File: src/hdl/ids_pkg.sv
// shared constants, types and register map for the diffusion stencil unit
package ids_pkg;

	localparam int MAX_WIDTH    = 1024;
	localparam int PIXEL_BITS   = 16;
	localparam int COL_BITS     = $clog2(MAX_WIDTH);
	localparam int WIDTH_BITS   = 11;
	localparam int HEIGHT_BITS  = 13;
	localparam int ROW_BITS     = 12;
	localparam int GAIN_BITS    = 16;
	localparam int FRAC_BITS    = 16;
	localparam int MIN_DIM      = 3;
	localparam int HEIGHT_LIMIT = 4096;
	localparam int PADDR_BITS   = 4;
	localparam int PDATA_BITS   = 32;

	localparam logic [WIDTH_BITS-1:0]  WIDTH_RESET  = WIDTH_BITS'(640);
	localparam logic [HEIGHT_BITS-1:0] HEIGHT_RESET = HEIGHT_BITS'(480);
	localparam logic [GAIN_BITS-1:0]   GAIN_RESET   = GAIN_BITS'(6554);

	typedef enum logic [1:0] {
		REG_FRAME_WIDTH,
		REG_FRAME_HEIGHT,
		REG_DIFFUSION_GAIN
	} reg_idx_t;

	typedef enum logic [0:0] {
		OP_PIXEL,
		OP_DRAIN
	} op_t;

	typedef struct packed {
		op_t                    op;
		logic [PIXEL_BITS-1:0]  in_pixel;
	} in_item_t;

	typedef struct packed {
		logic [PIXEL_BITS-1:0]  out_pixel;
		logic                   end_of_frame;
	} out_item_t;

	// effective geometry and gain as the datapath uses them
	typedef struct packed {
		logic [WIDTH_BITS-1:0]  width;
		logic [HEIGHT_BITS-1:0] height;
		logic [GAIN_BITS-1:0]   gain;
	} cfg_t;

	typedef struct packed {
		logic                   rd_en;
		logic [COL_BITS-1:0]    rd_addr;
		logic [COL_BITS-1:0]    rd_right_addr;
		logic                   centre_we;
		logic [COL_BITS-1:0]    centre_waddr;
		logic [PIXEL_BITS-1:0]  centre_wdata;
		logic                   above_we;
		logic [COL_BITS-1:0]    above_waddr;
		logic [PIXEL_BITS-1:0]  above_wdata;
	} lb_req_t;

	typedef struct packed {
		logic [PIXEL_BITS-1:0]  centre;
		logic [PIXEL_BITS-1:0]  right;
		logic [PIXEL_BITS-1:0]  above;
	} lb_rsp_t;

endpackage

File: src/hdl/ids_diffuse.sv
// five-point diffusion update with floor rounding and saturation
module ids_diffuse (
	input  logic [ids_pkg::PIXEL_BITS-1:0] u,
	input  logic [ids_pkg::PIXEL_BITS-1:0] up,
	input  logic [ids_pkg::PIXEL_BITS-1:0] left,
	input  logic [ids_pkg::PIXEL_BITS-1:0] right,
	input  logic [ids_pkg::PIXEL_BITS-1:0] down,
	input  logic [ids_pkg::GAIN_BITS-1:0]  gain,
	output logic [ids_pkg::PIXEL_BITS-1:0] result
);

	localparam int SUM_BITS  = ids_pkg::PIXEL_BITS + 2;
	localparam int LAP_BITS  = ids_pkg::PIXEL_BITS + 3;
	localparam int PROD_BITS = LAP_BITS + ids_pkg::GAIN_BITS + 1;
	localparam int Q_BITS    = PROD_BITS - ids_pkg::FRAC_BITS;
	localparam int V_BITS    = Q_BITS + 1;

	logic        [SUM_BITS-1:0]  nsum;
	logic        [SUM_BITS-1:0]  u4;
	logic signed [LAP_BITS-1:0]  lap;
	logic signed [PROD_BITS-1:0] prod;
	logic signed [Q_BITS-1:0]    q;
	logic signed [V_BITS-1:0]    v;

	always_comb begin
		nsum = SUM_BITS'(up) + SUM_BITS'(left) + SUM_BITS'(right) + SUM_BITS'(down);
		u4   = {u, 2'b00};
		lap  = $signed({1'b0, nsum}) - $signed({1'b0, u4});
		prod = PROD_BITS'(lap) * $signed({1'b0, gain});
		// arithmetic shift rounds toward minus infinity
		q    = prod[PROD_BITS-1:ids_pkg::FRAC_BITS];
		v    = $signed(V_BITS'({1'b0, u})) + V_BITS'(q);
		if (v < 0)
			result = '0;
		else if (v > $signed(V_BITS'({1'b0, {ids_pkg::PIXEL_BITS{1'b1}}})))
			result = '1;
		else
			result = v[ids_pkg::PIXEL_BITS-1:0];
	end

endmodule

File: config.mk
export PLATFORM = sky130hd
export DESIGN_NAME = ids_diffuse
export DESIGN_NICKNAME = d
export VERILOG_FILES = /design/src/hdl/ids_pkg.sv /design/src/hdl/ids_diffuse.sv
export SDC_FILE = /design/constraint.sdc
export NUM_CORES = 1
export LEC_CHECK = 0
export BUFFER_PORTS_ARGS = -buffer_cell sky130_fd_sc_hd__buf_2
export CORE_ASPECT_RATIO = 1.1
export CORE_UTILIZATION = 30
export DETAILED_ROUTE_END_ITERATION = 10
export SLEW_MARGIN = 15
export SYNTH_ARGS = -nofsm -noshare
export SYNTH_HDL_FRONTEND = slang
export SYNTH_SLANG_ARGS = --single-unit
File: constraint.sdc
create_clock -name vclk -period 17.5
set_clock_uncertainty 0.15 [all_clocks]
set_input_delay 3.5 -clock vclk [all_inputs]
set_output_delay 3.5 -clock vclk [all_outputs]
set_load 0.02 [all_outputs]
# Word level (Yosys, flattened, before mapping)
# Index checks and enable logic that the tools add are counted.
dict set report op_classes {
  add_sub_neg 5
  multipliers 1
  n_lt_le_gt_ge 2
  mux 2
}
# operator count
set ops {}
lappend ops {{multiplier 19 x 17 -> 36 bit} 1}
lappend ops {{two-way mux 16 bit} 2}
lappend ops {{adder 17 x 20 -> 21 bit} 1}
lappend ops {{greater-than comparator 21 x 17 -> 1 bit (second input constant)} 1}
lappend ops {{less-than comparator 21 x 1 -> 1 bit (second input constant)} 1}
lappend ops {{subtractor 18 x 18 -> 19 bit} 1}
lappend ops {{adder 17 x 16 -> 18 bit} 1}
lappend ops {{adder 18 x 16 -> 18 bit} 1}
lappend ops {{adder 16 x 16 -> 17 bit} 1}
dict set report word_totals {
  regBits 0
  in_bits 96
  output_inout_bits 16
}

# Longest topological paths before layout
# Gate-level depths: netlist of the first run.
dict set report logic_depth {
  ltp_word 9
  mapped_depth 52
}

# Least setup slack after synthesis of the first run
# Ideal clock, no wire load.
dict set report synth_path {
  path_kind {input port to output port}
  start {input u[0] (netlist bit)}
  end {output result[0] (netlist bit)}
  arrival_ns 14.350
  t_required_ns 13.850
  slack_ns -0.500
  stages 49
  n_path_buf 2
  cell_sequence {inv_1 > fa_1 > fa_1 > fa_1 > fa_1 > a21o_1 > a21oi_1 > o21bai_1 > a21oi_1 > o21bai_1 > a211oi_1 > o21ai_1 > nand2_1 > xnor2_1 > clkbuf_1 > and2_1 > fa_1 > inv_1 > [13 not listed] > o21ai_0 > a21boi_0 > o21ai_0 > nand2b_1 > a21oi_1 > xnor2_1 > ha_1 > a21o_1 > a21o_1 > a21oi_1 > o41ai_2 > a211oi_2 > nor2_1 > o41ai_2 > a211o_2 > buf_2 > nor3_1 > a211oi_1}
}
dict set report synth_via {
  elab_chain_cells 6
}
# item line
set synth_rtl {}
lappend synth_rtl {{start: declaration} ids_diffuse.sv:3} ;# input logic [ids_pkg::PIXEL_BITS-1:0] u,
lappend synth_rtl {{subtractor 18 x 18 -> 19 bit} ids_diffuse.sv:28} ;# lap = $signed({1'b0, nsum}) - $signed({1'b0, u4});
lappend synth_rtl {{multiplier 19 x 17 -> 36 bit} ids_diffuse.sv:29} ;# prod = PROD_BITS'(lap) * $signed({1'b0, gain});
lappend synth_rtl {{adder 17 x 20 -> 21 bit *} ids_diffuse.sv:32} ;# v = $signed(V_BITS'({1'b0, u})) + V_BITS'(q);
lappend synth_rtl {{greater-than comparator 21 x 17 -> 1 bit} ids_diffuse.sv:35} ;# else if (v > $signed(V_BITS'({1'b0, {ids_pkg::PIXEL_BITS{1'b1}}})))
lappend synth_rtl {{two-way mux 16 bit} ids_diffuse.sv:35}
lappend synth_rtl {{two-way mux 16 bit *} ids_diffuse.sv:33} ;# if (v < 0)
lappend synth_rtl {{end: declaration} ids_diffuse.sv:9} ;# output logic [ids_pkg::PIXEL_BITS-1:0] result
# Every way passes the cells marked *; elsewhere a longest branch is shown, timed or not.

# Worst setup path in the final report of the first run
dict set report layout_path {
  start {input up[2] (netlist bit)}
  end {output result[8] (netlist bit)}
}
dict set report layout_via {
  elab_chain_cells 9
}
# item line
set layout_rtl {}
lappend layout_rtl {{start: declaration} ids_diffuse.sv:4} ;# input logic [ids_pkg::PIXEL_BITS-1:0] up,
lappend layout_rtl {{adder 16 x 16 -> 17 bit *} ids_diffuse.sv:26} ;# nsum = SUM_BITS'(up) + SUM_BITS'(left) + SUM_BITS'(right) + SUM_BITS'(down);
lappend layout_rtl {{adder 17 x 16 -> 18 bit *} ids_diffuse.sv:26}
lappend layout_rtl {{adder 18 x 16 -> 18 bit *} ids_diffuse.sv:26}
lappend layout_rtl {{subtractor 18 x 18 -> 19 bit *} ids_diffuse.sv:28}
lappend layout_rtl {{multiplier 19 x 17 -> 36 bit *} ids_diffuse.sv:29}
lappend layout_rtl {{adder 17 x 20 -> 21 bit *} ids_diffuse.sv:32}
lappend layout_rtl {{greater-than comparator 21 x 17 -> 1 bit} ids_diffuse.sv:35}
lappend layout_rtl {{two-way mux 16 bit} ids_diffuse.sv:35}
lappend layout_rtl {{two-way mux 16 bit *} ids_diffuse.sv:33}
# Marks and branches as above.

==> run metrics, run 1 <==
Mapped Nets 2220; storage element area 0 sq um; Min-Delay Path Depth 6; number of global-route vias before repair between 10000 and 15000; CORE AREA approximately 0.048 sq mm; HP Class in2out; total number of sequential cells 0; setup violators final 16; Worst path max stage delay around 0.56 ns; DP HPWL about 32 mm; Die Y between 200 and 250 microns; cell area after synthesis about 0.014 sq mm; Layout area overhead 23.96%; die width roughly 210 microns; CTS Hold Bufs 0; Nets ~2500; Worst slew margin 30.76%; failing checks setup timing; CLK BUF 0; Post-DRT Antenna Nets 0; cell mode on critical path buf_4; RSZ-0062 raised after global routing yes; die area 0.04907 sq mm; Critical Path AT around 14 ns; pre-CTS setup slack -0.9762 ns; Synth top area share around half; Tightest Pin Transition roughly 1 ns; Starting Density between 30% and 40%; Tcrit/Tclk final 102.9%; area leader, netlist fa_1; antenna diode count 0; Worst EP required ~14 ns; pin count of the biggest net entering global routing 21; post-synthesis sequential area ratio 0%; setup TNS -7.029 ns; status complete, but fails checks; drt total wl 36.59 mm; Tot GR Track Use between 10% and 20%; Placer Congestion 0.8678; Worst setup EP type output port; setup slack after layout -0.5061 ns; Final Max Slew Viols 0; Initial DRT Pass Iterations 5; max_cap viols 0; routed len/inst between 10 and 15 microns; Yosys warning count 0; fmax approximately 0.056 GHz; CP Launch Type input pin; fill count 4888; initial drt markers approximately 560; crit path time final 18.01 ns; Congestion Overflow GR 0; share of layout cells above drive strength 1 between 20% and 30%; Layout Utilization a little under two fifths; first-pass GRT wire length between 60 and 70 mm; Mapped Cells 1642; I/O Buffers 112; average size of a mapped cell 8.804 sq um; routed vias 11550; worst hold start u[0]; crit-path max FO 12; WHS Endpoint result[0]; Area contributors post-synth fa_1 (49%), inv_1 (12%), ha_1 (11%); row count between 80 and 90; slowest stage cell, crit path fa_1; initial antenna violation count 0; final-report hold violation count 0; Vias/cell approximately 4.5; DRC 0; I/O pin cnt approximately 110; Netlist cell types 61; CP Class in2out
==> what timing repair did <==
action / CTS / global route
hold endpoints to repair: 0 / 0
endpoints found under the setup margin: 16 / 16
gates cloned: 1 / 0
buffers inserted: 26 / 8
pin swaps: 48 / 30
gates resized for setup: 92 / 25
==> cells in the final DEF, fill, tap and decap left out, types with 7 or more instances in the layout <==
master / instances
a211oi_1: 7
a211oi_2: 11
a211oi_4: 12
a21o_1: 10
a21oi_1: 18
a21oi_2: 19
and2_1: 130
buf_2: 95
buf_4: 209
buf_6: 17
fa_1: 346
ha_1: 118
ha_4: 9
inv_1: 461
nand2_1: 168
nand3_1: 10
nor2_1: 41
nor3_1: 22
o21a_1: 15
o21ai_0: 27
o21ai_1: 10
o21bai_1: 8
xnor2_1: 29
xor2_1: 11
==> critical path, delay by kind of cell <==
| family | cells | cell delay (ns) |
|---|---|---|
| fa+ha+maj | 12 | 4.86 |
| simple gates | 4 | 0.41 |
| buf+inv | 17 | 2.06 |
| compound gates | 20 | 3.27 |
| xor+xnor | 2 | 0.23 |
==> layout make-up <==
cell class         count  area, sq um  area share (%)
inverters            467         1753           9.782
multi-input cells   1117        12960           72.33
well taps            645        807.0           4.504
repair buffers       329         2399           13.38
==> synth_stat cells, types with 3 or more instances <==
master and count:
a21oi_1 34, o21bai_1 9, nand3_1 13, nor2b_1 5, a21oi_2 3, xnor2_1 33, fa_1 351, nand2_1 172
nand2b_1 6, buf_6 3, o21ai_0 38, a211oi_2 14, ha_1 131, a21o_1 10, xor2_1 13, nor2_1 45
clkbuf_1 49, and3_1 7, buf_2 3, a211oi_1 14, inv_1 467, o21a_1 16, or2_2 3, and2_1 133
nor3_1 24
==> cells by family (layout without fill, tap and decap cells) <==
group,count (synthesis),count (layout),share of synthesized area (%)
buffers and inverters,525,796,13.84
adders and majority gates,482,482,59.94
AOI/OAI and AO/OA,166,166,8.750
xor gates and xnor gates,48,48,3.090
and+or+nand+nor,421,421,14.38
==> through the flow <==
step / cells / instance area [sq um] / hold WS, ns
3_5_place_dp: 2524 / 17160 / 7.651
6_report: 2558 / 17920 / 7.688
2_1_floorplan: 1642 / 14600 / 7.293
4_1_cts: 2551 / 17770 / 7.685
3_3_place_gp: 2524 / 17160 / 7.667
5_1_grt: 2558 / 17920 / 7.743
==> metal layers <==
metal  vias up  global-route usage (%)  routed length, microns
met5         -                       0                       0
met4         0                   2.446                     621
met3        38                  0.6086                     959
met2       185                   30.42                   20320
met1      5972                   19.30                   14690
li1       5356                       -                       -
==> how the worst max path moves through the flow <==
| stage | start | to | slack, ns | depth (start not counted) |
|---|---|---|---|---|
| global placement | u[0] | result[1] | -0.88 | 46 |
| global route | up[2] | result[6] | -1.07 | 51 |
| floorplan | u[0] | result[8] | 0.004 | 44 |
| detailed placement | u[0] | result[1] | -0.98 | 46 |
| CTS | left[2] | result[6] | -0.41 | 51 |
| finish | up[2] | result[8] | -0.51 | 55 |
Power of run 1 is not shown: default switching activity piles up to over one toggle a cycle in this logic, so the estimate is an artifact.
==> run 2, diff against run 1 <==
--- a/config.mk
+++ b/config.mk
@@ -5,6 +5,7 @@
 export SDC_FILE = /design/constraint.sdc
 export NUM_CORES = 1
 export LEC_CHECK = 0
+export ABC_AREA = 1
 export BUFFER_PORTS_ARGS = -buffer_cell sky130_fd_sc_hd__buf_2
 export CORE_ASPECT_RATIO = 1.1
 export CORE_UTILIZATION = 30
==> run metrics, run 2 <==
status finished clean; final-report hold violation count 0; fmax 0.05845 GHz; first-pass GRT wire length between 60 and 70 mm; DRC 0; setup violators final 0; antenna diode count 0; Vias/cell roughly 4.5; routed len/inst approximately 15 microns; Tcrit/Tclk final between 90% and 100%; die area roughly 0.050 sq mm; Area contributors post-synth fa_1 (48%), inv_1 (15%), ha_1 (11%); Netlist cell types 45; drt total wl between 40 and 50 mm; Mapped Nets between 2000 and 2500; most frequent cells in the layout inv_1 (567), fa_1 (346), nand2_1 (316); Worst EP required 13.85 ns; max_cap viols 0; Post-DRT Antenna Nets 0; setup TNS 0 ns; total number of sequential cells 0; area leader, netlist fa_1; fill count roughly 5100; Starting Density a little under a third; Worst setup EP type output port; Initial DRT Pass Iterations 5; Multi-input gate area 0.01303 sq mm; I/O Buffers about 110; Layout Utilization between 30% and 40%; storage element area 0 sq um; post-synthesis sequential area ratio 0%; row count 84; Yosys warning count 0; RSZ-0062 raised after global routing yes; number of global-route vias before repair ~13000; crit path time final 17.11 ns; Congestion Overflow GR 0; Synth top area share approximately 48%; Placer Congestion around 0.93; Worst path max stage delay 0.51 ns; Mapped Cells 1880; Tot GR Track Use approximately 17%; HP Class in2out; commonest non-fill, non-tap cell in the layout inv_1; CORE AREA 0.04814 sq mm; die width between 200 and 250 microns; pin count of the biggest net entering global routing 20; DP HPWL about 36 mm; Layout area overhead 17.80%; average size of a mapped cell a little under 8 sq um; Die Y about 230 microns; Worst slew margin a little under three fifths; Critical Path AT roughly 13 ns; cell area after synthesis roughly 0.015 sq mm; CP Class in2out; I/O pin cnt approximately 110; most frequent cell after synthesis inv_1; initial drt markers 663; Tightest Pin Transition approximately 0.66 ns; slowest stage cell, crit path fa_1; hold slack final approximately 7.5 ns; Nets 2634; CTS Hold Bufs 0; crit-path max FO 8; CP Launch Type input pin; share of layout cells above drive strength 1 a little under a fifth; initial antenna violation count 1; Final Max Slew Viols 0; Synth top cells by count inv_1 (576), fa_1 (351), nand2_1 (331), nor2_1 (156), ha_1 (131); cell mode on critical path fa_1; CLK BUF 0; routed vias 12200
run 2: changes by cell type after synthesis, sizes merged, moves of 16 or more:
cell | previous run | this run
nor2 | 45 | 160
nand3 | 14 | 76
inv | 467 | 580
a21oi | 37 | 63
nand2 | 172 | 346
and2 | 135 | 0
a211oi | 30 | 1
nor3 | 25 | 9
clkbuf | 49 | 32
run 2: final cells by class:
type               count  area share [%]
inverters            586           12.71
multi-input cells   1259           75.07
well taps            645           4.651
repair buffers       209           7.564
run 2: worst max-delay path: cells and delay by family:
| kind | cells | cell delay (ns) |
|---|---|---|
| adder cells (fa/ha/maj) | 12 | 5.29 |
| XOR/XNOR | 3 | 0.51 |
| AND/OR/NAND/NOR | 15 | 1.65 |
| buffers and inverters | 13 | 1.03 |
| AO/OA/AOI/OAI | 9 | 1.46 |
run 2: through the flow:
stage | worst slack [ns] | instances | instance area [sq um]
after floorplan | 0.8317 | 1880 | 14730
after detailed placement | -0.07161 | 2678 | 16530
after global placement | -0.04055 | 2678 | 16530
final | 0.3925 | 2699 | 17350
after global routing | -0.1550 | 2699 | 17350
after CTS | 0.003055 | 2679 | 16560
run 2: logic make-up after synthesis:
logic type,synth area share [%]
AND/OR/NAND/NOR,17.96
XOR/XNOR,2.599
AO/OA/AOI/OAI,4.587
buffers and inverters,16.03
adder cells (fa/ha/maj),58.83
run 2: layer usage:
metal / vias to the layer above / part of all wire [%] / wire length [microns] / global-route usage, %
met5: - / 0.032 / 13 / 0
met2: 227 / 54 / 21590 / 31.38
met1: 6180 / 41 / 16370 / 20.77
met4: 2 / 2.1 / 834 / 2.969
li1: 5739 / - / - / -
met3: 54 / 3.5 / 1390 / 0.6160
run 2: final timing paths:
kind / start / endpoint / slack (ns) / depth (start not counted)
max: u[3] / result[13] / 0.39 / 52
min: u[0] / result[0] / 7.48 / 7
run 2: what timing repair did:
action,in CTS,in global routing
buffers inserted,0,20
setup endpoints to repair,16,16
gates cloned,1,0
pin swaps,1,58
resized for setup,6,147
Power of run 2 is left out for the same reason.
