`src/hdl/ids_pkg.sv`:
```
// shared constants, types and register map for the diffusion stencil unit
package ids_pkg;

	localparam int MAX_WIDTH    = 1024;
	localparam int PIXEL_BITS   = 16;
	localparam int COL_BITS     = $clog2(MAX_WIDTH);
	localparam int WIDTH_BITS   = 11;
	localparam int HEIGHT_BITS  = 13;
	localparam int ROW_BITS     = 12;
	localparam int GAIN_BITS    = 16;
	localparam int FRAC_BITS    = 16;
	localparam int MIN_DIM      = 3;
	localparam int HEIGHT_LIMIT = 4096;
	localparam int PADDR_BITS   = 4;
	localparam int PDATA_BITS   = 32;

	localparam logic [WIDTH_BITS-1:0]  WIDTH_RESET  = WIDTH_BITS'(640);
	localparam logic [HEIGHT_BITS-1:0] HEIGHT_RESET = HEIGHT_BITS'(480);
	localparam logic [GAIN_BITS-1:0]   GAIN_RESET   = GAIN_BITS'(6554);

	typedef enum logic [1:0] {
		REG_FRAME_WIDTH,
		REG_FRAME_HEIGHT,
		REG_DIFFUSION_GAIN
	} reg_idx_t;

	typedef enum logic [0:0] {
		OP_PIXEL,
		OP_DRAIN
	} op_t;

	typedef struct packed {
		op_t                    op;
		logic [PIXEL_BITS-1:0]  in_pixel;
	} in_item_t;

	typedef struct packed {
		logic [PIXEL_BITS-1:0]  out_pixel;
		logic                   end_of_frame;
	} out_item_t;

	// effective geometry and gain as the datapath uses them
	typedef struct packed {
		logic [WIDTH_BITS-1:0]  width;
		logic [HEIGHT_BITS-1:0] height;
		logic [GAIN_BITS-1:0]   gain;
	} cfg_t;

	typedef struct packed {
		logic                   rd_en;
		logic [COL_BITS-1:0]    rd_addr;
		logic [COL_BITS-1:0]    rd_right_addr;
		logic                   centre_we;
		logic [COL_BITS-1:0]    centre_waddr;
		logic [PIXEL_BITS-1:0]  centre_wdata;
		logic                   above_we;
		logic [COL_BITS-1:0]    above_waddr;
		logic [PIXEL_BITS-1:0]  above_wdata;
	} lb_req_t;

	typedef struct packed {
		logic [PIXEL_BITS-1:0]  centre;
		logic [PIXEL_BITS-1:0]  right;
		logic [PIXEL_BITS-1:0]  above;
	} lb_rsp_t;

endpackage

```
`src/hdl/ids_cfg_regs.sv`:
```
// apb register file: frame geometry and diffusion gain
module ids_cfg_regs (
	input  logic                              clk,
	input  logic                              arst_n,
	input  logic                              psel,
	input  logic                              penable,
	input  logic                              pwrite,
	input  logic [ids_pkg::PADDR_BITS-1:0]    paddr,
	input  logic [ids_pkg::PDATA_BITS-1:0]    pwdata,
	output logic [ids_pkg::PDATA_BITS-1:0]    prdata,
	output logic                              pready,
	output ids_pkg::cfg_t                     cfg
);

	logic [ids_pkg::WIDTH_BITS-1:0]  width_q;
	logic [ids_pkg::HEIGHT_BITS-1:0] height_q;
	logic [ids_pkg::GAIN_BITS-1:0]   gain_q;
	ids_pkg::reg_idx_t               idx;
	logic                            wr;

	assign pready = 1'b1;
	assign idx    = ids_pkg::reg_idx_t'(paddr[3:2]);
	assign wr     = psel & penable & pwrite;

	always_ff @(posedge clk or negedge arst_n) begin
		if (!arst_n) begin
			width_q  <= ids_pkg::WIDTH_RESET;
			height_q <= ids_pkg::HEIGHT_RESET;
			gain_q   <= ids_pkg::GAIN_RESET;
		end else if (wr) begin
			unique case (idx)
				ids_pkg::REG_FRAME_WIDTH:    width_q  <= pwdata[ids_pkg::WIDTH_BITS-1:0];
				ids_pkg::REG_FRAME_HEIGHT:   height_q <= pwdata[ids_pkg::HEIGHT_BITS-1:0];
				ids_pkg::REG_DIFFUSION_GAIN: gain_q   <= pwdata[ids_pkg::GAIN_BITS-1:0];
				default: ;
			endcase
		end
	end

	always_comb begin
		unique case (idx)
			ids_pkg::REG_FRAME_WIDTH:    prdata = ids_pkg::PDATA_BITS'(width_q);
			ids_pkg::REG_FRAME_HEIGHT:   prdata = ids_pkg::PDATA_BITS'(height_q);
			ids_pkg::REG_DIFFUSION_GAIN: prdata = ids_pkg::PDATA_BITS'(gain_q);
			default:                     prdata = '0;
		endcase
	end

	// clamp geometry to the supported range
	always_comb begin
		cfg.width = width_q;
		if (width_q < ids_pkg::WIDTH_BITS'(ids_pkg::MIN_DIM))
			cfg.width = ids_pkg::WIDTH_BITS'(ids_pkg::MIN_DIM);
		if (width_q > ids_pkg::WIDTH_BITS'(ids_pkg::MAX_WIDTH))
			cfg.width = ids_pkg::WIDTH_BITS'(ids_pkg::MAX_WIDTH);
		cfg.height = height_q;
		if (height_q < ids_pkg::HEIGHT_BITS'(ids_pkg::MIN_DIM))
			cfg.height = ids_pkg::HEIGHT_BITS'(ids_pkg::MIN_DIM);
		if (height_q > ids_pkg::HEIGHT_BITS'(ids_pkg::HEIGHT_LIMIT))
			cfg.height = ids_pkg::HEIGHT_BITS'(ids_pkg::HEIGHT_LIMIT);
		cfg.gain = gain_q;
	end

endmodule

```
`config.mk`:
```
export PLATFORM = sky130hd
export DESIGN_NAME = ids_cfg_regs
export DESIGN_NICKNAME = d
export VERILOG_FILES = /design/src/hdl/ids_pkg.sv /design/src/hdl/ids_cfg_regs.sv
export SDC_FILE = /design/constraint.sdc
export NUM_CORES = 1
export LEC_CHECK = 0
export CORE_AREA = 4 4 75 77
export CTS_CLUSTER_SIZE = 25
export DETAILED_ROUTE_END_ITERATION = 10
export DIE_AREA = 0 0 79 81
export DONT_BUFFER_PORTS = 1
export PLACE_DENSITY = 0.7
export RECOVER_POWER = 100
export SYNTH_ARGS = -nofsm -noshare
export SYNTH_HDL_FRONTEND = slang
export SYNTH_SLANG_ARGS = --single-unit
```
`constraint.sdc`:
```
create_clock -name clk -period 2.5 [get_ports clk]
set_clock_uncertainty 0.15 [all_clocks]
set_input_delay 0.5 -clock clk [delete_from_list [all_inputs] [get_ports clk]]
set_output_delay 0.5 -clock clk [all_outputs]
set_load 0.05 [all_outputs]
```
* After elaboration in Yosys (flattened, before gate mapping) *
Cells that the tools add are included.

operators by class
  bitwise operators = 2
  multiply operators = 0
  $lt $le $gt $ge = 4
  $add $sub $neg = 0
  reduce and logical (&&, ||, !) cells = 4
  shift operators = 0
  div/mod/pow operators = 0
  multiplexer cells = 5
  equal/unequal tests = 2

operators by type and width
  kind                                                         number
  one-hot mux 16 bit (3 select lines)                          1
  2-to-1 mux 13 bit                                            2
  2-to-1 mux 11 bit                                            2
  > comparator 13 bit, second input constant                   1
  less-than comparator 13 x 2 -> 1 bit, second input constant  1
  > comparator 11 bit, second input constant                   1
  less-than comparator 11 x 2 -> 1 bit, second input constant  1
  AND reduction 2 bit                                          3
  bitwise AND 1 bit                                            2
  == test 2 x 1 -> 1 bit, second input constant                1
  == test 2 bit, second input constant                         1
  logical NOT 2 bit                                            1

storage, ports and cells
  register bits = 40
  memories kept = 0
  bits in latches = 0
  bits in writable memories = 0
  logic and storage cells = 20
  output and inout port bits = 73
  memory bits (read-only) = 0

* Depth between registers and ports, before layout *
Gate-level depths: netlist of run 1.

  depth after elaboration = 3
  mapped depth = 5

* Worst setup path after synthesis of run 1 *
OpenSTA, ideal clock, no wires.

  kind = input to output
  start = input port paddr[2] (netlist name)
  end = output port prdata[10] (netlist name)
  stages on the path = 4
  setup slack = -0.219 ns
  required time = 1.850 ns
  path buffers = 2
  data arrival time = 2.069 ns
  cells stage by stage = buf_4 buf_2 mux2i_1 o21ai_0

on the way
  cells in the longest elaborated chain, start to end = 2

RTL lines
  element                                line                source
  from (decl)                            ids_cfg_regs.sv:8   input logic [ids_pkg::PADDR_BITS-1:0] paddr,
  == test 2 bit (tied with other cells)  ids_cfg_regs.sv:41  unique case (idx)
  one-hot mux 16 bit (3 select lines) *  ids_cfg_regs.sv:41
  to (decl)                              ids_cfg_regs.sv:10  output logic [ids_pkg::PDATA_BITS-1:0] prdata,

Every way passes the cells marked *; elsewhere a longest branch is shown, timed or not.

==> metrics.md, run 1 <==
| Metric | Value |
|---|---|
| Post-synth top flop | dfrtp_1 |
| Post-CTS setup buffer count | 0 |
| Synth Instances | 187 |
| Most common cell in the netlist | mux2_2 |
| Seq/Total Area, Yosys | 0.464 |
| Largest cells by area after synthesis | dfrtp_1 (31%), dfstp_2 (16%), mux2_2 (15%) |
| Status | complete, no violations |
| Post-Syn Area | 0.00219 mm² |
| Setup slack at placement | approximately 0.44 ns |
| Total track usage | 0.163 |
| Combinational power share | 0.405 |
| Maximum VDD drop | around 0.70 mV |
| Sw power | 1350 µW |
| Total Negative Setup Slacks | 0 ns |
| Tmin final | 2.38 ns |
| Wire per inst | 17.4 µm |
| Vias | 1498 |
| Synthesis-to-finish area growth | 21.4% |
| Clk Latency, worst-skew pair | 0.28 ns |
| DRT Wirelength | about 5200 µm |
| DR vias/cell | 5.03 |
| Top-Level Pins | 114 |
| Setup Viol. Count Final | 0 |
| Worst Path Required | 1.85 ns |
| Total gr overflow | 0 |
| GPL Wtd Cong | 0.734 |
| Sw Share | 0.469 |
| Power density over the cells | 1080 mW/mm² |
| ANT nets after route | 0 |
| Root buf cell | clkbuf_8 |
| CTS buffer count | 5 |
| CP Launch Type | register |
| Yosys synthesis warning count | 0 |
| Post-synth EDFFs | 0 |
| Die H | 81 µm |
| Max Cap Viol | 0 |
| DRC Markers | 0 |
| Initial antenna violation count | 0 |
| Die W | between 70 and 80 µm |
| Initial DRT Pass Iterations | 4 |
| Final Cycle Share | 0.952 |
| Final hold violations | 0 |
| Async SR Flop Fraction | 1.00 |
| ANT cells | 0 |
| H-tree depth | 2 |
| Pins Over Slew Limit | 0 |
| Crit Path Category | reg -> out |
| CTS Buffer Depth | 2 |
| Unique masters post-synth | 25 |
| Layout cell share with drive strength beyond 1 | 0.338 |
| Hold WC Path Type | in -> reg |
| Synthesized flop and latch total | 40 |
| Initial Util | 0.438 |
| DR WL met3 | 555 µm |
| Setup crit end kind | primary output |
| Input/output buffers | 0 |
| Top cell type's share of synthesized area | 0.308 |
| Clock share of power | 0.178 |
| DIE AREA | 0.00640 mm² |
| DR iter-0 viols | 56 |
| # rows | 26 |
| Core footprint | 0.00501 mm² |
| FMAX | 420 MHz |
| Fin worst setup slack | 0.121 ns |
| Area leader, netlist | dfrtp_1 |
| R2R cell count | 2 |
| Clock transition at path regs | 0.07 ns |
| CP arrival | 1.73 ns |
| First-pass GRT wire length | 8070 µm |
| Worst-Margin Slew | between 0.9 and 1 ns |
| Vias in the first global route | roughly 1600 |
| Flop pwr share | 0.417 |
| RSZ-0062 raised after global routing | false |
| Slew HR | 0.336 |
| Clock Sink Count | 40 |
| Synth top cells by count | mux2_2 (30), dfrtp_1 (27), nor2b_1 (20), buf_4 (19) |
| Cell internal pwr | 1530 µW |
| Post-Syn Area per Cell | about 12 µm² |
| CTS tree | built |
| Lkg Pwr | between 0.001 and 0.0015 µW |
| Largest net degree at the start of global routing | 41 |
| Highest metal used | met4 |
| Final layout net count | 268 |
| Wl on met1 | between 2000 and 2500 µm |
| Met2 wire len | 2480 µm |
| Hold Crit Depth | 1 |
| Dpl hpwl | 3820 µm |
| CP max FO | 4 |
-- kinds of logic (layout without fill, tap and decap cells) --
kind of cell,Yosys count,count (layout),synth area share
compound gates,17,17,0.0422
buf+inv,31,57,0.0975
other cells,2,17,0.00342
simple gates,46,46,0.120
mux,51,51,0.273
flops,40,40,0.464
-- through the flow --
| step | total power [µW] | util | instances | area, µm² | hold slack (ns) |
|---|---|---|---|---|---|
| 3_5_place_dp | 2510 | 0.539 | 288 | 2700 | 0.0555 |
| 3_3_place_gp | 2480 | 0.539 | 288 | 2700 | 0.0555 |
| 2_1_floorplan | 2070 | - | 202 | 2250 | 0.0544 |
| 5_1_grt | 3010 | 0.532 | 298 | 2660 | 0.177 |
| 4_1_cts | 3040 | 0.566 | 298 | 2840 | 0.194 |
| 6_report | 2880 | 0.532 | 298 | 2660 | 0.194 |
-- power by group through the flow --
stage / sequential (µW) / clock [µW] / combinational [µW]
floorplan: 1170 / 0 / 901
global placement: 1220 / 0 / 1260
detailed placement: 1230 / 0 / 1280
CTS: 1220 / 530 / 1300
global route: 1230 / 556 / 1220
finish: 1200 / 512 / 1170
-- worst max-delay path: stages (launching register included) --
cell and delay, ns:
dfrtp_1 0.41, nor4_1 0.51, a21oi_1 0.12, nor2_1 0.12
clkbuf_2 0.29
-- state kept, by name, summed over array words and instances (netlist names) --
register	flops
gain_q	16
height_q	13
width_q	11
-- final cells by class --
type	count	area (µm²)
fillers	459	2350
flip-flops and latches	40	1020
multi-input cells	131	971
repair buffers	47	473
well taps	70	87.6
clock buffers	6	72.6
clock inverters	2	35.0
inverters	2	7.51
-- metal layers --
metal / global-route usage / vias to the layer above
met1: 0.208 / 739
met5: 0 / -
met3: 0.0687 / 2
met2: 0.264 / 72
li1: - / 685
met4: 0.0258 / 0
-- cell usage in the layout (no fill, tap or decap), types with 10 or more instances in the layout --
cell / Yosys / routed
mux2i_1: 11 / 11
nand2_1: 11 / 11
buf_12: 1 / 16
mux2_1: 0 / 10
clkbuf_2: 0 / 15
mux2_2: 30 / 30
nor2b_1: 20 / 20
conb_1: 2 / 17
o21ai_0: 13 / 13
clkbuf_1: 6 / 13
dfrtp_1: 27 / 27
-- worst paths after layout --
kind / start / end / slack [ns]
max: width_q[6] / cfg[30] / 0.12
max reg2reg: height_q[12] / height_q[12] / 1.04
max in group asynchronous: arst_n / width_q[0] / 0.79
min reg2reg: width_q[1] / width_q[1] / 0.39
min: pwdata[6] / height_q[6] / 0.19
min in group asynchronous: arst_n / gain_q[13] / 0.78
-- what timing repair did --
item,4_1_cts,5_1_grt
hold buffers,2,0
resized for setup,0,0
endpoints found under the hold margin,40,0
setup endpoints to repair,0,0
Note: power is estimated with default switching activity, not from simulation.
==> run 2: changes to the inputs <==
ABC_AREA = 1   (was not set)
CORE_AREA = 4 4 77 79   (was 4 4 75 77)
DIE_AREA = 0 0 81 83   (was 0 0 79 81)
==> run 2 against run 1 <==
Effect of this change: setup slack got worse by 0.012 ns; register-to-register slack improved by 0.11 ns; global-route usage rose by 1.6 points; die area rose by 5.1%; critical endpoint is now prdata[10]; cell count rose by 37%; largest power group is now combinational logic.
==> metrics.md, run 2 <==
| Metric | Value |
|---|---|
| CTS tree | built |
| Sw power | 1350 µW |
| Power density over the cells | about 1100 mW/mm² |
| Top-Level Pins | roughly 110 |
| DRT Wirelength | 5710 µm |
| Input/output buffers | 0 |
| Seq/Total Area, Yosys | 0.437 |
| CTS Buffer Depth | 2 |
| Largest cells by area after synthesis | dfrtp_1 (29%), dfstp_2 (15%), nand2_1 (14%) |
| Lkg Pwr | 0.00130 µW |
| CP startpoint | gain_q[10] |
| ANT cells | 0 |
| Synthesized flop and latch total | 40 |
| FMAX | 418 MHz |
| Post-Syn Area per Cell | 7.79 µm² |
| Clk Latency, worst-skew pair | ~0.28 ns |
| Wl on met1 | 2450 µm |
| Post-placement cell count | 398 |
| DIE AREA | 0.00672 mm² |
| Biggest register | gain_q |
| DR vias/cell | 4.80 |
| Largest register FFs | 16 |
| Final Cycle Share | 0.956 |
| Total gr overflow | 0 |
| CP Launch Type | register |
| Setup crit end kind | primary output |
| Most common cell after layout, fill and taps aside | nand2_1 |
| Cell internal pwr | about 1400 µW |
| Synthesis-to-finish area growth | 10.3% |
| First-pass GRT wire length | 9510 µm |
| Setup Viol. Count Final | 0 |
| Worst Path Required | 1.85 ns |
| Largest net degree at the start of global routing | 41 |
| Clock transition at path regs | approximately 0.08 ns |
| Sw Share | 0.499 |
| CTS buffer count | 5 |
| Status | complete, no violations |
| DR WL met3 | 393 µm |
| Flop pwr share | 0.380 |
| Die W | just over 80 µm |
| Synth top cells by count | nand2_1 (86), inv_1 (42), dfrtp_1 (27), buf_4 (19), nor2_1 (17) |
| GPL Wtd Cong | 0.827 |
| Worst hold slack | 0.177 ns |
| Pins Over Slew Limit | 0 |
| Slew HR | 0.295 |
| Initial Util | 0.436 |
| Hold WC Path Type | in -> reg |
| Clock Sink Count | 40 |
| RSZ-0062 raised after global routing | false |
| Async SR Flop Fraction | 1.00 |
| Core footprint | 0.00534 mm² |
| # rows | 27 |
| CP arrival | 1.74 ns |
| CP max FO | 3 |
| Total track usage | 0.179 |
| Most common cell in the netlist | nand2_1 |
| Met2 wire len | 2810 µm |
| DR iter-0 viols | 77 |
| Clock share of power | 0.193 |
| Vias | ~2000 |
| Synth Instances | between 200 and 300 |
| Worst r2r src | gain_q[4] |
| ANT nets after route | 0 |
| Post-Syn Area | around 0.0023 mm² |
| Initial antenna violation count | 0 |
| Final hold violations | 0 |
| Root buf cell | clkbuf_8 |
| Dpl hpwl | 4170 µm |
| Area leader, netlist | dfrtp_1 |
| Tmin final | 2.39 ns |
| Top cell type's share of synthesized area | 0.290 |
| H-tree depth | 2 |
| Wire per inst | 14.0 µm |
| Crit Path Category | reg -> out |
| Commonest non-fill, non-tap cells in the layout | nand2_1 (86), inv_1 (39), o21ai_0 (32), dfrtp_1 (27), nor2_1 (18) |
| Unique masters post-synth | 26 |
| Worst-Margin Slew | roughly 1.1 ns |
| Highest metal used | met4 |
| Layout cell share with drive strength beyond 1 | 0.188 |
| Biggest regs | gain_q x16, height_q x13, width_q x11 |
| Post-route insts no fill | 408 |
| Post-synth top flop | dfrtp_1 |
| Max Cap Viol | 0 |
| Yosys synthesis warning count | 0 |
| Final layout net count | 376 |
| Initial DRT Pass Iterations | 4 |
| Post-synth EDFFs | 0 |
| Die H | slightly above 80 µm |
| Maximum VDD drop | 0.490 mV |
| DRC Markers | 0 |
| Combinational power share | 0.427 |
| Hold Startpoint | pwdata[11] |
| Vias in the first global route | 1954 |
==> run 2: changes by cell type after synthesis, sizes merged, moves of 15 or more <==
cell,change
nand2,+76
mux2,-40
inv,+41
nor2,+18
o21ai,+26
nor2b,-20
a21oi,+15
==> run 2: cell families (layout without fill, tap and decap cells) <==
kind of cell | count (synthesis) | in the layout | synth area share
other | 2 | 17 | 0.00322
flip-flops | 40 | 40 | 0.437
buffers and inverters | 75 | 97 | 0.170
AO/OA/AOI/OAI | 70 | 70 | 0.191
AND/OR/NAND/NOR | 112 | 112 | 0.199
==> run 2: final cells by class <==
class	count	area, µm²
timing repair buffer	46	256
clock inverter	2	35.0
inverter	43	176
tap	72	90.1
multi-input combinational	199	921
sequential	40	1020
fill	582	2770
clock buffer	6	72.6
==> run 2: power by group through the flow <==
stage / Clock (µW) / Sequential [µW] / Combinational (µW)
after floorplan: 0 / 1100 / 892
after global placement: 0 / 1050 / 1200
after detailed placement: 0 / 1050 / 1220
after CTS: 531 / 1040 / 1240
after global routing: 563 / 1050 / 1250
final: 521 / 1030 / 1160
==> run 2: repair_timing <==
action / in CTS / in global routing
resized for setup: 2 / 3
setup buffers: 0 / 0
pin swaps: 0 / 0
hold buffers: 2 / 0
setup endpoints to repair: 2 / 14
hold endpoints to repair: 40 / 0
==> run 2: through the flow <==
stage               utilization  cell area (µm²)  worst slack [ns]  TNS [ns]  power (µW)
global route              0.481             2570            0.0147         0        2870
detailed placement        0.482             2570             0.296         0        2270
floorplan                     -             2390           -0.0930    -0.279        1990
CTS                       0.509             2720           0.00373         0        2810
global placement          0.482             2570             0.322         0        2250
finish                    0.481             2570             0.109         0        2710
==> run 2: worst paths after layout <==
path / endpoint / slack (ns) / depth (start not counted)
worst min-delay path: gain_q[11] / 0.18 / 2
worst min register to register: height_q[7] / 0.35 / 2
max in group asynchronous: gain_q[14] / 0.82 / 2
worst max register to register: gain_q[4] / 1.15 / 2
min in group asynchronous: gain_q[2] / 0.77 / 2
worst max-delay path: prdata[10] / 0.11 / 4
==> run 2: worst max-delay path: stages (launching register included) <==
cell      delay, ns
dfrtp_1        0.33
clkbuf_1       0.54
nand2_1        0.13
o211ai_1       0.14
buf_2          0.31
==> run 2: layer usage <==
metal / GRT usage / vias up
met4: 0.0630 / 0
met1: 0.238 / 903
met2: 0.286 / 77
met5: 0 / -
li1: - / 974
met3: 0.0358 / 4
==> run 3: changes to the inputs <==
CELL_PAD_IN_SITES_DETAIL_PLACEMENT = 1   (was not set)
CELL_PAD_IN_SITES_GLOBAL_PLACEMENT = 1   (was not set)
PLACE_DENSITY = 0.91   (was 0.7)
==> run 3 against run 2 <==
Effect of this change: critical path depth grew 2; power shrank 0.76%; combinational power about the same; sequential cell count stayed put; global-route usage increased by 3.9 points; hold slack improved by 0.019 ns; fmax down 2.3%; first-iteration DRC count rose by 88%; via count rose by 6.4%; non-clock buffer count fell by 1; clock-buffer cell count rose by 2.
==> metrics.md, run 3 (same netlist as run 2, synthesis figures left out) <==
| Metric | Value |
|---|---|
| Status | complete, no violations |
| CP max FO | 5 |
| Setup slack at placement | 0.221 ns |
| Biggest register | gain_q |
| DIE AREA | 0.00672 mm² |
| Initial antenna violation count | 0 |
| CTS buffer count | 5 |
| Worst hold slack | 0.196 ns |
| GPL Wtd Cong | 0.853 |
| ANT nets after route | 0 |
| Worst r2r src | gain_q[5] |
| Input/output buffers | 0 |
| Layout cell share with drive strength beyond 1 | 0.190 |
| Root buf cell | clkbuf_8 |
| Total track usage | 0.218 |
| Largest register FFs | 16 |
| # rows | 27 |
| Vias | 2084 |
| DRC Markers | 0 |
| Tmin final | 2.45 ns |
| Clock Sink Count | 40 |
| Initial DRT Pass Iterations | 4 |
| Fillers | 712 |
| Largest net degree at the start of global routing | 41 |
| DRT Wirelength | just over 7000 µm |
| DR iter-0 viols | 145 |
| DR vias/cell | 5.11 |
| Lkg Pwr | 0.00130 µW |
| Reg-to-reg slack, setup | 1.12 ns |
| CP Launch Type | register |
| Power density over the cells | 1060 mW/mm² |
| Commonest non-fill, non-tap cells in the layout | nand2_1 (87), inv_1 (39), o21ai_0 (34), dfrtp_1 (27) |
| R2R cell count | 3 |
| Setup Viol. Count Final | 0 |
| Biggest regs | gain_q x16, height_q x13, width_q x11 |
| CP Capture Point | cfg[23] |
| CP startpoint | height_q[9] |
| Most common cell after layout, fill and taps aside | nand2_1 |
| CTS Buffer Depth | 2 |
| FMAX | approximately 410 MHz |
| Clock transition at path regs | ~0.080 ns |
| Wire per inst | between 15 and 20 µm |
| CTS tree | built |
| Max Cap Viol | 0 |
| Worst-Margin Slew | around 1.1 ns |
| Fin util | 0.477 |
| ANT cells | 0 |
| Multi-input logic area | 936 µm² |
| Pins Over Slew Limit | 0 |
| Die H | 83 µm |
| CP arrival | 1.80 ns |
| Die W | 81 µm |
| Clk Latency, worst-skew pair | approximately 0.3 ns |
| Final hold violations | 0 |
| Dpl hpwl | slightly above 5000 µm |
| First-pass GRT wire length | 11200 µm |
| Final layout net count | 376 |
| RR Endpoint | gain_q[5] |
| Placed inst area | 0.00256 mm² |
| H-tree depth | 2 |
| Final Cycle Share | 0.979 |
| Slew HR | 0.269 |
| Worst Path Required | 1.85 ns |
| Hold WC Path Type | in -> reg |
| Crit Path Category | reg -> out |
| Synthesis-to-finish area growth | 9.18% |
| Maximum VDD drop | 0.552 mV |
| Top-Level Pins | 114 |
| Fin worst setup slack | 0.0518 ns |
| Final instance area | 0.00254 mm² |
| Total gr overflow | 0 |
| Initial Util | 0.436 |
| Vias in the first global route | 2132 |
| Setup crit end kind | primary output |
| Post-CTS setup buffer count | 0 |
| Total Negative Setup Slacks | 0 ns |
| Core footprint | roughly 0.0053 mm² |
| Register area | around 0.001 mm² |
## run 3: changes by cell type in the layout (fill, tap and decap cells not counted), moves of 2 or more
cell / delta
o21ai_1: -2
clkbuf_4: -3
o21ai_0: +2
buf_4: -5
buf_2: +8
## run 3: stage by stage
stage / cells / total power, µW
floorplan: 314 / 1990
global placement: 397 / 2250
detailed placement: 397 / 2300
CTS: 407 / 2790
global route: 408 / 2820
finish: 408 / 2690
## run 3: worst min-delay path by stage
stage	start	endpoint	slack [ns]	depth (start not counted)
3_5_place_dp	arst_n	height_q[4]	0.06	0
4_1_cts	pwdata[11]	gain_q[11]	0.19	2
2_1_floorplan	arst_n	gain_q[0]	0.05	0
5_1_grt	pwdata[13]	gain_q[13]	0.21	2
6_report	pwdata[11]	gain_q[11]	0.20	2
3_3_place_gp	arst_n	gain_q[5]	0.06	0
## run 3: timing repair
item                                   CTS  global route
resized for setup                        3             4
setup endpoints to repair                2             7
gates cloned                             0             1
pin swaps                                0             1
endpoints found under the hold margin   40             0
hold buffers                             2             0
## run 3: routing by layer
layer	vias up	wire, µm	global-route usage
met4	0	129	0.0722
met1	1025	2840	0.275
met3	8	449	0.0445
li1	971	-	-
met5	-	0	0
met2	80	3710	0.365
## run 3: report_power, final
group | internal (µW) | total, µW | switching, µW
logic | 243 | 1190 | 942
clock network | 225 | 455 | 230
registers | 806 | 1050 | 240
## run 3: critical path, stage by stage, from the launching register on
cell and delay (ns):
dfrtp_1 0.40, nor2_1 0.16, nand2_1 0.11, nor2_2 0.20, nand2_1 0.18, a21oi_1 0.17
buf_2 0.28
## run 3: layout make-up
| cell class | count | area share |
|---|---|---|
| multi-input combinational | 200 | 0.368 |
| clock buffer | 8 | 0.0354 |
| sequential | 40 | 0.400 |
| timing repair buffer | 45 | 0.0920 |
| tap | 72 | 0.0354 |
| inverter | 43 | 0.0694 |
